===== config.mk =====
export PLATFORM = sky130hd
export DESIGN_NAME = indexed_word_list
export DESIGN_NICKNAME = d
export VERILOG_FILES = /design/src/rtl/iwl_pkg.sv /design/src/rtl/iwl_ram.sv /design/src/rtl/iwl_datapath.sv /design/src/rtl/iwl_ctrl.sv /design/src/rtl/indexed_word_list.sv
export VERILOG_INCLUDE_DIRS = /design/src /design/src/rtl
export SDC_FILE = /design/constraint.sdc
export NUM_CORES = 2
export LEC_CHECK = 0
export BUFFER_PORTS_ARGS = -buffer_cell sky130_fd_sc_hd__buf_2
export CORE_UTILIZATION = 55
export CTS_CLUSTER_SIZE = 8
export DETAILED_ROUTE_END_ITERATION = 8
export PLACE_DENSITY = 0.68
export SETUP_SLACK_MARGIN = 0.3
export SLEW_MARGIN = 10
export SYNTH_ARGS = -nofsm -noshare
export SYNTH_HDL_FRONTEND = slang
export SYNTH_HIERARCHICAL = 1
export SYNTH_SLANG_ARGS = --single-unit

===== constraint.sdc =====
create_clock -name clk -period 7.8 [get_ports clk]
set_input_delay 1.56 -clock clk [delete_from_list [all_inputs] [get_ports clk]]
set_output_delay 1.56 -clock clk [all_outputs]
set_load 0.05 [all_outputs]

===== src/rtl/indexed_word_list_defines.svh =====
// Assertion macros shared by the checking code of the indexed word list.
`ifndef INDEXED_WORD_LIST_DEFINES_SVH
`define INDEXED_WORD_LIST_DEFINES_SVH

// Same-cycle implication, disabled during reset.
`define IWL_ASSERT_SAME(label, clk, rst_n, ante, cons, msg) \
    label: assert property (@(posedge clk) disable iff (!rst_n) (ante) |-> (cons)) \
        else $error(msg);

// Next-cycle implication, disabled during reset.
`define IWL_ASSERT_NEXT(label, clk, rst_n, ante, cons, msg) \
    label: assert property (@(posedge clk) disable iff (!rst_n) (ante) |=> (cons)) \
        else $error(msg);

`endif


===== src/rtl/iwl_pkg.sv =====
package iwl_pkg;

    localparam int WORD_W        = 32;
    localparam int IDX_W         = 8;
    localparam int SUM_W         = IDX_W + 1;
    localparam int CMD_W         = 3;
    localparam int STATUS_W      = 2;
    localparam int DEPTH_DEFAULT = 64;

    localparam logic [CMD_W-1:0] CMD_ADD_FRONT = 3'd0;
    localparam logic [CMD_W-1:0] CMD_ADD_BACK  = 3'd1;
    localparam logic [CMD_W-1:0] CMD_READ      = 3'd2;
    localparam logic [CMD_W-1:0] CMD_SWAP      = 3'd3;
    localparam logic [CMD_W-1:0] CMD_REMOVE    = 3'd4;

    localparam logic [STATUS_W-1:0] ST_OK    = 2'd0;
    localparam logic [STATUS_W-1:0] ST_FULL  = 2'd1;
    localparam logic [STATUS_W-1:0] ST_RANGE = 2'd2;

    typedef struct packed {
        logic [CMD_W-1:0]  cmd;
        logic [WORD_W-1:0] word_in;
        logic [IDX_W-1:0]  first_index;
        logic [IDX_W-1:0]  second_index;
    } req_t;

    typedef struct packed {
        logic [WORD_W-1:0]   word_out;
        logic [IDX_W-1:0]    count_out;
        logic [STATUS_W-1:0] status;
    } rsp_t;

    // Read address source: a position, b position, idx+1, idx+2
    typedef enum logic [1:0] {
        RD_A     = 2'd0,
        RD_B     = 2'd1,
        RD_NEXT  = 2'd2,
        RD_AFTER = 2'd3
    } rd_sel_t;

    typedef enum logic [2:0] {
        WR_NONE  = 3'd0,
        WR_FRONT = 3'd1,
        WR_BACK  = 3'd2,
        WR_A     = 3'd3,
        WR_B     = 3'd4,
        WR_IDX   = 3'd5
    } wr_sel_t;

    typedef enum logic [1:0] {
        WORD_ZERO  = 2'd0,
        WORD_RDATA = 2'd1,
        WORD_HOLD  = 2'd2
    } word_sel_t;

    typedef struct packed {
        logic                load_req;
        logic                rd_en;
        rd_sel_t             rd_sel;
        wr_sel_t             wr_sel;
        logic                hold_en;
        logic                idx_inc;
        logic                count_inc;
        logic                count_dec;
        logic                head_dec;
        logic                finish;
        logic [STATUS_W-1:0] fin_status;
        word_sel_t           fin_word;
    } ctrl_cmd_t;

    typedef struct packed {
        logic [CMD_W-1:0] cmd;
        logic             full;
        logic             bad_a;
        logic             bad_b;
        logic             same_ab;
        logic             next_in;
        logic             after_in;
    } dp_status_t;

endpackage


===== src/rtl/iwl_ram.sv =====
module iwl_ram #(
    parameter int WIDTH = 32,
    parameter int DEPTH = 64
) (
    input  logic                     clk,
    input  logic                     wr_en,
    input  logic [$clog2(DEPTH)-1:0] wr_addr,
    input  logic [WIDTH-1:0]         wr_data,
    input  logic                     rd_en,
    input  logic [$clog2(DEPTH)-1:0] rd_addr,
    output logic [WIDTH-1:0]         rd_data
);

    logic [WIDTH-1:0] mem [DEPTH];

    always_ff @(posedge clk)
    begin
        if (wr_en)
        begin
            mem[wr_addr] <= wr_data;
        end
        if (rd_en)
        begin
            rd_data <= mem[rd_addr];
        end
    end

endmodule


===== src/rtl/iwl_datapath.sv =====
module iwl_datapath #(
    parameter int DEPTH = 64
) (
    input  logic                  clk,
    input  logic                  rst_n,
    input  iwl_pkg::req_t         request,
    input  iwl_pkg::ctrl_cmd_t    ctl,
    output iwl_pkg::dp_status_t   st,
    output logic                  done,
    output iwl_pkg::rsp_t         result
);

    import iwl_pkg::*;

    localparam int ADDR_W = $clog2(DEPTH);
    localparam logic [IDX_W-1:0]  DEPTH_CNT = IDX_W'(DEPTH);
    localparam logic [ADDR_W-1:0] LAST_ADDR = ADDR_W'(DEPTH - 1);

    // Ring position: list position pos lives at (head + pos) mod DEPTH.
    function automatic logic [ADDR_W-1:0] phys(input logic [ADDR_W-1:0] base,
                                              input logic [IDX_W-1:0]  pos);
        logic [SUM_W-1:0] sum;
        sum = SUM_W'(base) + SUM_W'(pos);
        if (sum >= SUM_W'(DEPTH))
        begin
            sum = sum - SUM_W'(DEPTH);
        end
        return sum[ADDR_W-1:0];
    endfunction

    req_t              req_reg;
    logic [ADDR_W-1:0] head_reg,  head_next;
    logic [IDX_W-1:0]  count_reg, count_next;
    logic [IDX_W-1:0]  idx_reg;
    logic [WORD_W-1:0] hold_reg;
    rsp_t              result_reg;
    logic              done_reg;

    logic [ADDR_W-1:0] head_prev;
    logic [SUM_W-1:0]  idx_plus1, idx_plus2;
    logic [IDX_W-1:0]  rd_pos;
    logic [ADDR_W-1:0] rd_addr, wr_addr;
    logic [WORD_W-1:0] wr_data, rd_data, fin_word;
    logic              wr_en;

    assign head_prev = (head_reg == '0) ? LAST_ADDR : head_reg - 1'b1;
    assign idx_plus1 = SUM_W'(idx_reg) + SUM_W'(1);
    assign idx_plus2 = SUM_W'(idx_reg) + SUM_W'(2);

    // Status back to the controller
    assign st.cmd      = req_reg.cmd;
    assign st.full     = (count_reg >= DEPTH_CNT);
    assign st.bad_a    = (req_reg.first_index  >= count_reg);
    assign st.bad_b    = (req_reg.second_index >= count_reg);
    assign st.same_ab  = (req_reg.first_index == req_reg.second_index);
    assign st.next_in  = (idx_plus1 < SUM_W'(count_reg));
    assign st.after_in = (idx_plus2 < SUM_W'(count_reg));

    always_comb
    begin
        unique case (ctl.rd_sel)
            RD_A:     rd_pos = req_reg.first_index;
            RD_B:     rd_pos = req_reg.second_index;
            RD_NEXT:  rd_pos = idx_plus1[IDX_W-1:0];
            RD_AFTER: rd_pos = idx_plus2[IDX_W-1:0];
            default:  rd_pos = req_reg.first_index;
        endcase
    end

    assign rd_addr = phys(head_reg, rd_pos);

    always_comb
    begin
        wr_en   = 1'b1;
        wr_addr = phys(head_reg, idx_reg);
        wr_data = rd_data;
        unique case (ctl.wr_sel)
            WR_NONE:
            begin
                wr_en = 1'b0;
            end
            WR_FRONT:
            begin
                wr_addr = head_prev;
                wr_data = req_reg.word_in;
            end
            WR_BACK:
            begin
                wr_addr = phys(head_reg, count_reg);
                wr_data = req_reg.word_in;
            end
            WR_A:
            begin
                wr_addr = phys(head_reg, req_reg.first_index);
            end
            WR_B:
            begin
                wr_addr = phys(head_reg, req_reg.second_index);
                wr_data = hold_reg;
            end
            WR_IDX:
            begin
                wr_addr = phys(head_reg, idx_reg);
            end
            default:
            begin
                wr_en = 1'b0;
            end
        endcase
    end

    iwl_ram #(
        .WIDTH (WORD_W),
        .DEPTH (DEPTH)
    ) u_store (
        .clk     (clk),
        .wr_en   (wr_en),
        .wr_addr (wr_addr),
        .wr_data (wr_data),
        .rd_en   (ctl.rd_en),
        .rd_addr (rd_addr),
        .rd_data (rd_data)
    );

    always_comb
    begin
        priority if (ctl.count_inc)
        begin
            count_next = count_reg + 1'b1;
        end
        else if (ctl.count_dec)
        begin
            count_next = count_reg - 1'b1;
        end
        else
        begin
            count_next = count_reg;
        end
    end

    assign head_next = ctl.head_dec ? head_prev : head_reg;

    always_comb
    begin
        unique case (ctl.fin_word)
            WORD_ZERO:  fin_word = '0;
            WORD_RDATA: fin_word = rd_data;
            WORD_HOLD:  fin_word = hold_reg;
            default:    fin_word = '0;
        endcase
    end

    always_ff @(posedge clk or negedge rst_n)
    begin
        if (!rst_n)
        begin
            head_reg  <= '0;
            count_reg <= '0;
            done_reg  <= 1'b0;
        end
        else
        begin
            head_reg  <= head_next;
            count_reg <= count_next;
            done_reg  <= ctl.finish;
        end
    end

    always_ff @(posedge clk)
    begin
        if (ctl.load_req)
        begin
            req_reg <= request;
            idx_reg <= request.first_index;
        end
        else if (ctl.idx_inc)
        begin
            idx_reg <= idx_plus1[IDX_W-1:0];
        end
        if (ctl.hold_en)
        begin
            hold_reg <= rd_data;
        end
        if (ctl.finish)
        begin
            result_reg.word_out  <= fin_word;
            result_reg.count_out <= count_next;
            result_reg.status    <= ctl.fin_status;
        end
    end

    assign done   = done_reg;
    assign result = result_reg;

endmodule


===== src/rtl/iwl_ctrl.sv =====
module iwl_ctrl (
    input  logic                 clk,
    input  logic                 rst_n,
    input  logic                 start,
    input  iwl_pkg::dp_status_t  st,
    output logic                 busy,
    output iwl_pkg::ctrl_cmd_t   ctl
);

    import iwl_pkg::*;

    typedef enum logic [7:0] {
        S_IDLE      = 8'b0000_0001,
        S_CHECK     = 8'b0000_0010,
        S_READ_WAIT = 8'b0000_0100,
        S_SWAP_B    = 8'b0000_1000,
        S_SWAP_WA   = 8'b0001_0000,
        S_SWAP_WB   = 8'b0010_0000,
        S_REM_GET   = 8'b0100_0000,
        S_REM_SHIFT = 8'b1000_0000
    } state_t;

    state_t state_reg, state_next;

    always_comb
    begin
        ctl            = '0;
        ctl.rd_sel     = RD_A;
        ctl.wr_sel     = WR_NONE;
        ctl.fin_status = ST_OK;
        ctl.fin_word   = WORD_ZERO;
        state_next     = state_reg;
        unique case (state_reg)
            S_IDLE:
            begin
                if (start)
                begin
                    ctl.load_req = 1'b1;
                    state_next   = S_CHECK;
                end
            end
            S_CHECK:
            begin
                state_next = S_IDLE;
                unique case (st.cmd)
                    CMD_ADD_FRONT, CMD_ADD_BACK:
                    begin
                        ctl.finish = 1'b1;
                        if (st.full)
                        begin
                            ctl.fin_status = ST_FULL;
                        end
                        else
                        begin
                            ctl.count_inc = 1'b1;
                            if (st.cmd == CMD_ADD_FRONT)
                            begin
                                ctl.wr_sel   = WR_FRONT;
                                ctl.head_dec = 1'b1;
                            end
                            else
                            begin
                                ctl.wr_sel = WR_BACK;
                            end
                        end
                    end
                    CMD_READ:
                    begin
                        if (st.bad_a)
                        begin
                            ctl.finish     = 1'b1;
                            ctl.fin_status = ST_RANGE;
                        end
                        else
                        begin
                            ctl.rd_en  = 1'b1;
                            state_next = S_READ_WAIT;
                        end
                    end
                    CMD_SWAP:
                    begin
                        if (st.bad_a || st.bad_b)
                        begin
                            ctl.finish     = 1'b1;
                            ctl.fin_status = ST_RANGE;
                        end
                        else if (st.same_ab)
                        begin
                            ctl.finish = 1'b1;
                        end
                        else
                        begin
                            ctl.rd_en  = 1'b1;
                            state_next = S_SWAP_B;
                        end
                    end
                    CMD_REMOVE:
                    begin
                        if (st.bad_a)
                        begin
                            ctl.finish     = 1'b1;
                            ctl.fin_status = ST_RANGE;
                        end
                        else
                        begin
                            ctl.rd_en  = 1'b1;
                            state_next = S_REM_GET;
                        end
                    end
                    default:
                    begin
                        ctl.finish     = 1'b1;
                        ctl.fin_status = ST_RANGE;
                    end
                endcase
            end
            S_READ_WAIT:
            begin
                ctl.finish   = 1'b1;
                ctl.fin_word = WORD_RDATA;
                state_next   = S_IDLE;
            end
            S_SWAP_B:
            begin
                // word at a arrives; fetch word at b
                ctl.hold_en = 1'b1;
                ctl.rd_en   = 1'b1;
                ctl.rd_sel  = RD_B;
                state_next  = S_SWAP_WA;
            end
            S_SWAP_WA:
            begin
                ctl.wr_sel = WR_A;
                state_next = S_SWAP_WB;
            end
            S_SWAP_WB:
            begin
                ctl.wr_sel = WR_B;
                ctl.finish = 1'b1;
                state_next = S_IDLE;
            end
            S_REM_GET:
            begin
                ctl.hold_en = 1'b1;
                if (st.next_in)
                begin
                    ctl.rd_en  = 1'b1;
                    ctl.rd_sel = RD_NEXT;
                    state_next = S_REM_SHIFT;
                end
                else
                begin
                    ctl.count_dec = 1'b1;
                    ctl.finish    = 1'b1;
                    ctl.fin_word  = WORD_RDATA;
                    state_next    = S_IDLE;
                end
            end
            S_REM_SHIFT:
            begin
                // entry idx+1 moves down to idx
                ctl.wr_sel  = WR_IDX;
                ctl.idx_inc = 1'b1;
                if (st.after_in)
                begin
                    ctl.rd_en  = 1'b1;
                    ctl.rd_sel = RD_AFTER;
                end
                else
                begin
                    ctl.count_dec = 1'b1;
                    ctl.finish    = 1'b1;
                    ctl.fin_word  = WORD_HOLD;
                    state_next    = S_IDLE;
                end
            end
            default:
            begin
                state_next = S_IDLE;
            end
        endcase
    end

    always_ff @(posedge clk or negedge rst_n)
    begin
        if (!rst_n)
        begin
            state_reg <= S_IDLE;
        end
        else
        begin
            state_reg <= state_next;
        end
    end

    assign busy = (state_reg != S_IDLE);

endmodule


===== src/rtl/indexed_word_list.sv =====
// Channel   Ports                         Transfer
// --------  ----------------------------  ----------------------------------
// request   start, busy, request          taken on start && !busy
// result    done, result                  one-cycle strobe, always taken
//
// Add, a failed command or a swap with itself ends in the check state; read
// adds a wait state; swap reads a and b, then writes them swapped; remove moves
// one entry per cycle through the single write port of the entry memory.
// The strobe is high in the cycle after the last busy cycle, where a new
// request may already be taken. Reset clears count, ring head and controller;
// the memory needs no clearing pass. The receiver cannot stall results.
`include "indexed_word_list_defines.svh"

module indexed_word_list #(
    parameter int DEPTH = iwl_pkg::DEPTH_DEFAULT
) (
    input  logic           clk,
    input  logic           rst_n,
    input  logic           start,
    output logic           busy,
    input  iwl_pkg::req_t  request,
    output logic           done,
    output iwl_pkg::rsp_t  result
);

    import iwl_pkg::*;

    // Capacity as a count value, for the result checks at the end.
    localparam logic [IDX_W-1:0] CAP_CNT = IDX_W'(DEPTH);

    // Controller to datapath commands and datapath status back.
    ctrl_cmd_t  ctl;
    dp_status_t st;

    // Full report seen, and whether it carries a full count and no data.
    logic full_rsp;
    logic full_rsp_ok;

    // The controller sequences each request: range/full checks in the check
    // state, then memory reads, writes and the remove shift loop.
    iwl_ctrl u_ctrl (
        .clk   (clk),
        .rst_n (rst_n),
        .start (start),
        .st    (st),
        .busy  (busy),
        .ctl   (ctl)
    );

    // The datapath keeps the list as a ring in memory: position k sits at
    // (head + k) mod DEPTH, so add front is a head decrement and add back a
    // write past the tail. Remove closes the gap by moving later entries.
    iwl_datapath #(
        .DEPTH (DEPTH)
    ) u_dp (
        .clk     (clk),
        .rst_n   (rst_n),
        .request (request),
        .ctl     (ctl),
        .st      (st),
        .done    (done),
        .result  (result)
    );

    assign full_rsp    = done && (result.status == ST_FULL);
    assign full_rsp_ok = (result.count_out == CAP_CNT) && (result.word_out == '0);

    // A request never completes in the cycle right after it is taken.
    `IWL_ASSERT_NEXT(a_no_early_done, clk, rst_n, start && !busy, !done, "result strobe too early")

    // The result strobe only shows once the controller is back to idle.
    `IWL_ASSERT_SAME(a_done_idle, clk, rst_n, done, !busy, "result strobe while busy")

    // The reported count never exceeds the capacity.
    `IWL_ASSERT_SAME(a_count_cap, clk, rst_n, done, result.count_out <= CAP_CNT, "count too high")

    // A full report means a full list and no data word.
    `IWL_ASSERT_SAME(a_full_report, clk, rst_n, full_rsp, full_rsp_ok, "bad full report")

endmodule

After elaboration in Yosys (flattened, before gate mapping)
Memories as Yosys holds them, arrays and structs flattened. A register that Yosys moved wholly into a read port is not among the register bits. Index checks and enable logic that the tools add are counted.

Memories kept: 1. Bits in registers: 156. Logic and storage cells: 139. Output and inout port bits: 44. RAM bits: 2048.

Memory list: u_dp.u_store.mem (words 64, width 32, rd ports 1, clocked after memory_dff 1, wr ports 1, RTL line iwl_ram.sv:14) `logic [WIDTH-1:0] mem [DEPTH];`.

Reduce and logical (&&, ||, !) cells: 12. Add/sub/neg operators: 15. Order comparisons: 10. Equal/unequal tests: 26. Multiplexer cells: 62.

Operators with widths (count): $pmux 32 s2 (2); $mux 8 (8); $pmux 8 s6 (1); $add 6x8->9 (5); $ge 9x7->1 const B (5); $mux 6 (6); $sub 6x1->6 const B (6); $pmux 8 s4 (1); $pmux 6 s4 (1); $pmux 8 s3 (1); $mux 1 (23); $lt 9x8->1 (2); $mux 3 (6); $ge 8x8->1 (2); $eq 3x2->1 const B (4); $pmux 2 s3 (2); $pmux 3 s4 (1); $reduce_or 2->1 (5); $add 8x1->9 const B (1); $add 8x2->9 const B (1); $eq 3x3->1 const B (3); $pmux 3 s3 (1); $add 8x1->8 const B (1); $eq 8x1->1 const B (1); 27 further kinds (36).

Depth between registers and ports, before layout
Depth in word-level cells: 10. Depth in mapped cells: 28.

Cells and area by module
Netlist, hierarchy kept.

By module, submodules not included: iwl_ram (times used 1, cells each 3324, seq. area each 62459.9 sq um, area each 78835.6 sq um); iwl_datapath (times used 1, cells each 640, seq. area each 4369.2 sq um, area each 7607.3 sq um); iwl_ctrl (times used 1, cells each 75, seq. area each 201.4 sq um, area each 629.4 sq um).

Worst setup path before layout
No wires, ideal clock.

Kind: register to register. Start point: register u_ctrl.state_reg[2]. End point: memory u_dp.u_store.mem[49][0], enable pin. Data required time: 7.339 ns. Library setup time: 0.461 ns. Setup slack: 0.911 ns. Buffers on the path: 3. Data arrival time: 6.428 ns. Cell stages (with the launch flop): 22. Path through: dfrtp_1 > nor4_4 > nand4b_4 > or4_4 > o211ai_2 > buf_2 > buf_1 > nor2_1 > nand2_1 > nand2_1 > nor2_1 > a221oi_1 > ha_1 > fa_1 > a21o_1 > a21oi_1 > xnor2_1 > nor2_1 > a21oi_1 > clkbuf_1 > nand4_1 > nor3_1.

RTL lines: from (decl) (RTL line iwl_ctrl.sv:23) `state_t state_reg, state_next;`; from (signal assigned) (RTL line iwl_ctrl.sv:192) `state_reg <= state_next;`; to (decl) (RTL line iwl_ram.sv:14).

==> impl_metrics.env <==
export IMPL_post_place_ws_ps=204
export IMPL_cts_tree="done"
export IMPL_max_slew_margin=0.149
export IMPL_synthesis_area_um2=87100
export IMPL_hold_viol_final=0
export IMPL_synthFlopType="edfxtp_1"
export IMPL_synth_common_cells="2,213 x edfxtp_1, 547 x mux4_2, 202 x nor2_1"
export IMPL_crit_fanout=32
export IMPL_worst_slack_ps=584
export IMPL_setup_viol=0
export IMPL_async_flop_share=0.0103
export IMPL_synth_seq_cells=2236
export IMPL_grt_overflow=0
export IMPL_syn_nets=4143
export IMPL_fin_nets=4562
export IMPL_fmax_ghz=0.139
export IMPL_postPlaceCellArea_um2=91500
export IMPL_yosysUniqueCellTypes=67
export IMPL_htreeDepth=5
export IMPL_die_h_um=400
export IMPL_min_period_over_period=0.925
export IMPL_clk_path_buf_depth=4
export IMPL_nFillCells=10300
export IMPL_crit_type="flop to flop"
export IMPL_core_area_um2=157000
export IMPL_ys_warn_count=6
export IMPL_place_inst=6183
export IMPL_tightest_slew_ps=1280
export IMPL_ant_nets=0
export IMPL_max_cap_viol_count=0
export IMPL_synth_area_per_cell_um2=21.6
export IMPL_dr_pass1_iters=5
export IMPL_leakagePower_uw=0.0321
export IMPL_p_per_area_nw_per_um2=442
export IMPL_routed_wl_um=227000
export IMPL_grt_pass1_wl_um=319000
export IMPL_synth_cells=4039
export IMPL_grt_max_degree=82
export IMPL_core_rowCount=145
export IMPL_drive_above_1_share=0.297
export IMPL_routabilityCongestion=0.893
export IMPL_track_usage=0.288
export IMPL_fin_crit_ps=7220
export IMPL_vias_per_cell=6.71
export IMPL_cp_end_kind="flop"
export IMPL_root_buffer="clkbuf_16"
export IMPL_yosysSeqAreaShare=0.770
export IMPL_worstPathArrival_ps=7970
export IMPL_hold_class="flop to flop"
export IMPL_clkTransAtPathRegs_ps=50
export IMPL_numCtsBuffers=330
export IMPL_final_max_slew_viol_count=0
export IMPL_yosysMostFrequentCell="edfxtp_1"
export IMPL_start_kind="flop"
export IMPL_antenna_found_initial=8
export IMPL_portBuffers=97
export IMPL_rsz0062_at_grt="no"
export IMPL_wire_per_inst_um=34.7
export IMPL_largest_reg_flops=2048
export IMPL_drcViolationCount=0
export IMPL_synthTopCellsByArea="edfxtp_1 76%, mux4_2 14%, mux2i_1 1.1%"
export IMPL_dp_hpwl_um=128000
export IMPL_dieWidth_um=400
export IMPL_drt_iter0_drc=6087
export IMPL_pin_count=98
export IMPL_clk_latency_ps=920
export IMPL_start_util=0.555
export IMPL_status="complete, no violations"
export IMPL_finalInstanceArea_um2=100000
export IMPL_synth_top_area_frac=0.763
export IMPL_required_ps=8550
export IMPL_num_vias=43900
export IMPL_synth_edf_count=2213
export IMPL_peakVddDrop_mv=0.376
export IMPL_timing_setup_tns_ps=0
export IMPL_area_growth_pct=15.1
export IMPL_fin_cells=6550
export IMPL_synth_top_area_cell="edfxtp_1"
export IMPL_first_global_vias=44200
export IMPL_clock_skew_ps=57.6
export IMPL_cts_num_sinks=2236
export IMPL_die_area_um2=160000
==> worst paths after layout <==
kind                                          startpoint                       to  slack (ps)  cells after the start
worst max-delay path                     u_dp/idx_reg[1]  u_dp/u_store/rd_data[0]         580                     27
worst min-delay path            u_dp/u_store/rd_data[21]        u_dp/hold_reg[21]         480                      0
worst max register to register           u_dp/idx_reg[1]  u_dp/u_store/rd_data[0]         580                     27
worst min register to register  u_dp/u_store/rd_data[21]        u_dp/hold_reg[21]         480                      0
max in group asynchronous                          rst_n      u_ctrl/state_reg[3]        6730                      1
min in group asynchronous                          rst_n         u_dp/head_reg[1]         670                      1
==> cell usage in the layout (no fill, tap or decap), types with 47 or more instances in the layout <==
| cell type | count |
|---|---|
| buf_2 | 97 |
| nor2_1 | 137 |
| a21oi_1 | 83 |
| nand2_1 | 89 |
| ha_1 | 47 |
| mux4_2 | 547 |
| a22oi_1 | 76 |
| mux2i_1 | 97 |
| nor2_4 | 64 |
| clkbuf_16 | 336 |
| buf_4 | 187 |
| o22ai_1 | 85 |
| edfxtp_1 | 2213 |
==> cell families after synthesis <==
kind of cell / count (synthesis) / share of synthesized area
adders and majority gates: 50 / 0.00736
muxes: 652 / 0.154
AOI/OAI and AO/OA: 362 / 0.0279
and+or+nand+nor: 455 / 0.0241
buffers and inverters: 242 / 0.0129
xor gates and xnor gates: 42 / 0.00422
DFF: 2236 / 0.770
==> worst max-delay path: stages (launching register included) <==
cell	delay, ps
edfxtp_1	510
ha_1	360
nand3_1	130
xnor2_1	150
ha_1	310
a21o_1	180
a31oi_1	140
o21ai_0	110
a31oi_1	390
inv_1	150
o21ai_2	360
buf_4	230
nand2_1	50
o21ai_0	80
nand2_1	80
o21a_1	130
ha_1	270
a21o_1	150
a21oi_1	390
o21ai_0	240
xnor2_2	450
buf_4	320
nand2b_1	130
buf_4	530
o221ai_1	250
a21oi_1	520
a21oi_1	270
nor2_1	160
==> per-stage QoR <==
stage	hold slack (ps)	power (uW)	utilization
detailed placement	463	31900	0.584
CTS	474	44100	0.639
finish	479	44300	0.639
global placement	458	31800	0.584
floorplan	451	25200	-
global route	496	45500	0.639
==> metal layers <==
metal | track usage | wire, um
met1 | 0.395 | 84800
met2 | 0.435 | 106000
met3 | 0.0809 | 26700
met4 | 0.128 | 10300
met5 | 0 | 13
==> what timing repair did <==
action | CTS | global route
endpoints found under the setup margin | 4 | 17
hold buffers | 0 | 0
cloned | 0 | 0
pin swaps | 0 | 1
setup buffers | 0 | 1
gates resized for setup | 1 | 7
==> area by class of cell <==
| cell class | count | area (um^2) | area share |
|---|---|---|---|
| repair buffers | 304 | 2300 | 0.0229 |
| diodes | 2 | 5.00 | 0.0000500 |
| well taps | 2058 | 2570 | 0.0257 |
| clock inverters | 7 | 90.1 | 0.000899 |
| inverters | 25 | 106 | 0.00106 |
| flip-flops and latches | 2236 | 67000 | 0.669 |
| multi-input cells | 1561 | 19600 | 0.196 |
| clock buffers | 357 | 8490 | 0.0847 |
==> report_power, final <==
| part | total [uW] | switching, uW | internal, uW |
|---|---|---|---|
| Combinational | 18000 | 11000 | 6950 |
| Sequential | 14100 | 192 | 13900 |
| Clock | 12200 | 4620 | 7560 |
| Total | 44300 | 15900 | 28400 |
No activity file was read; power rests on OpenSTA's default activity.
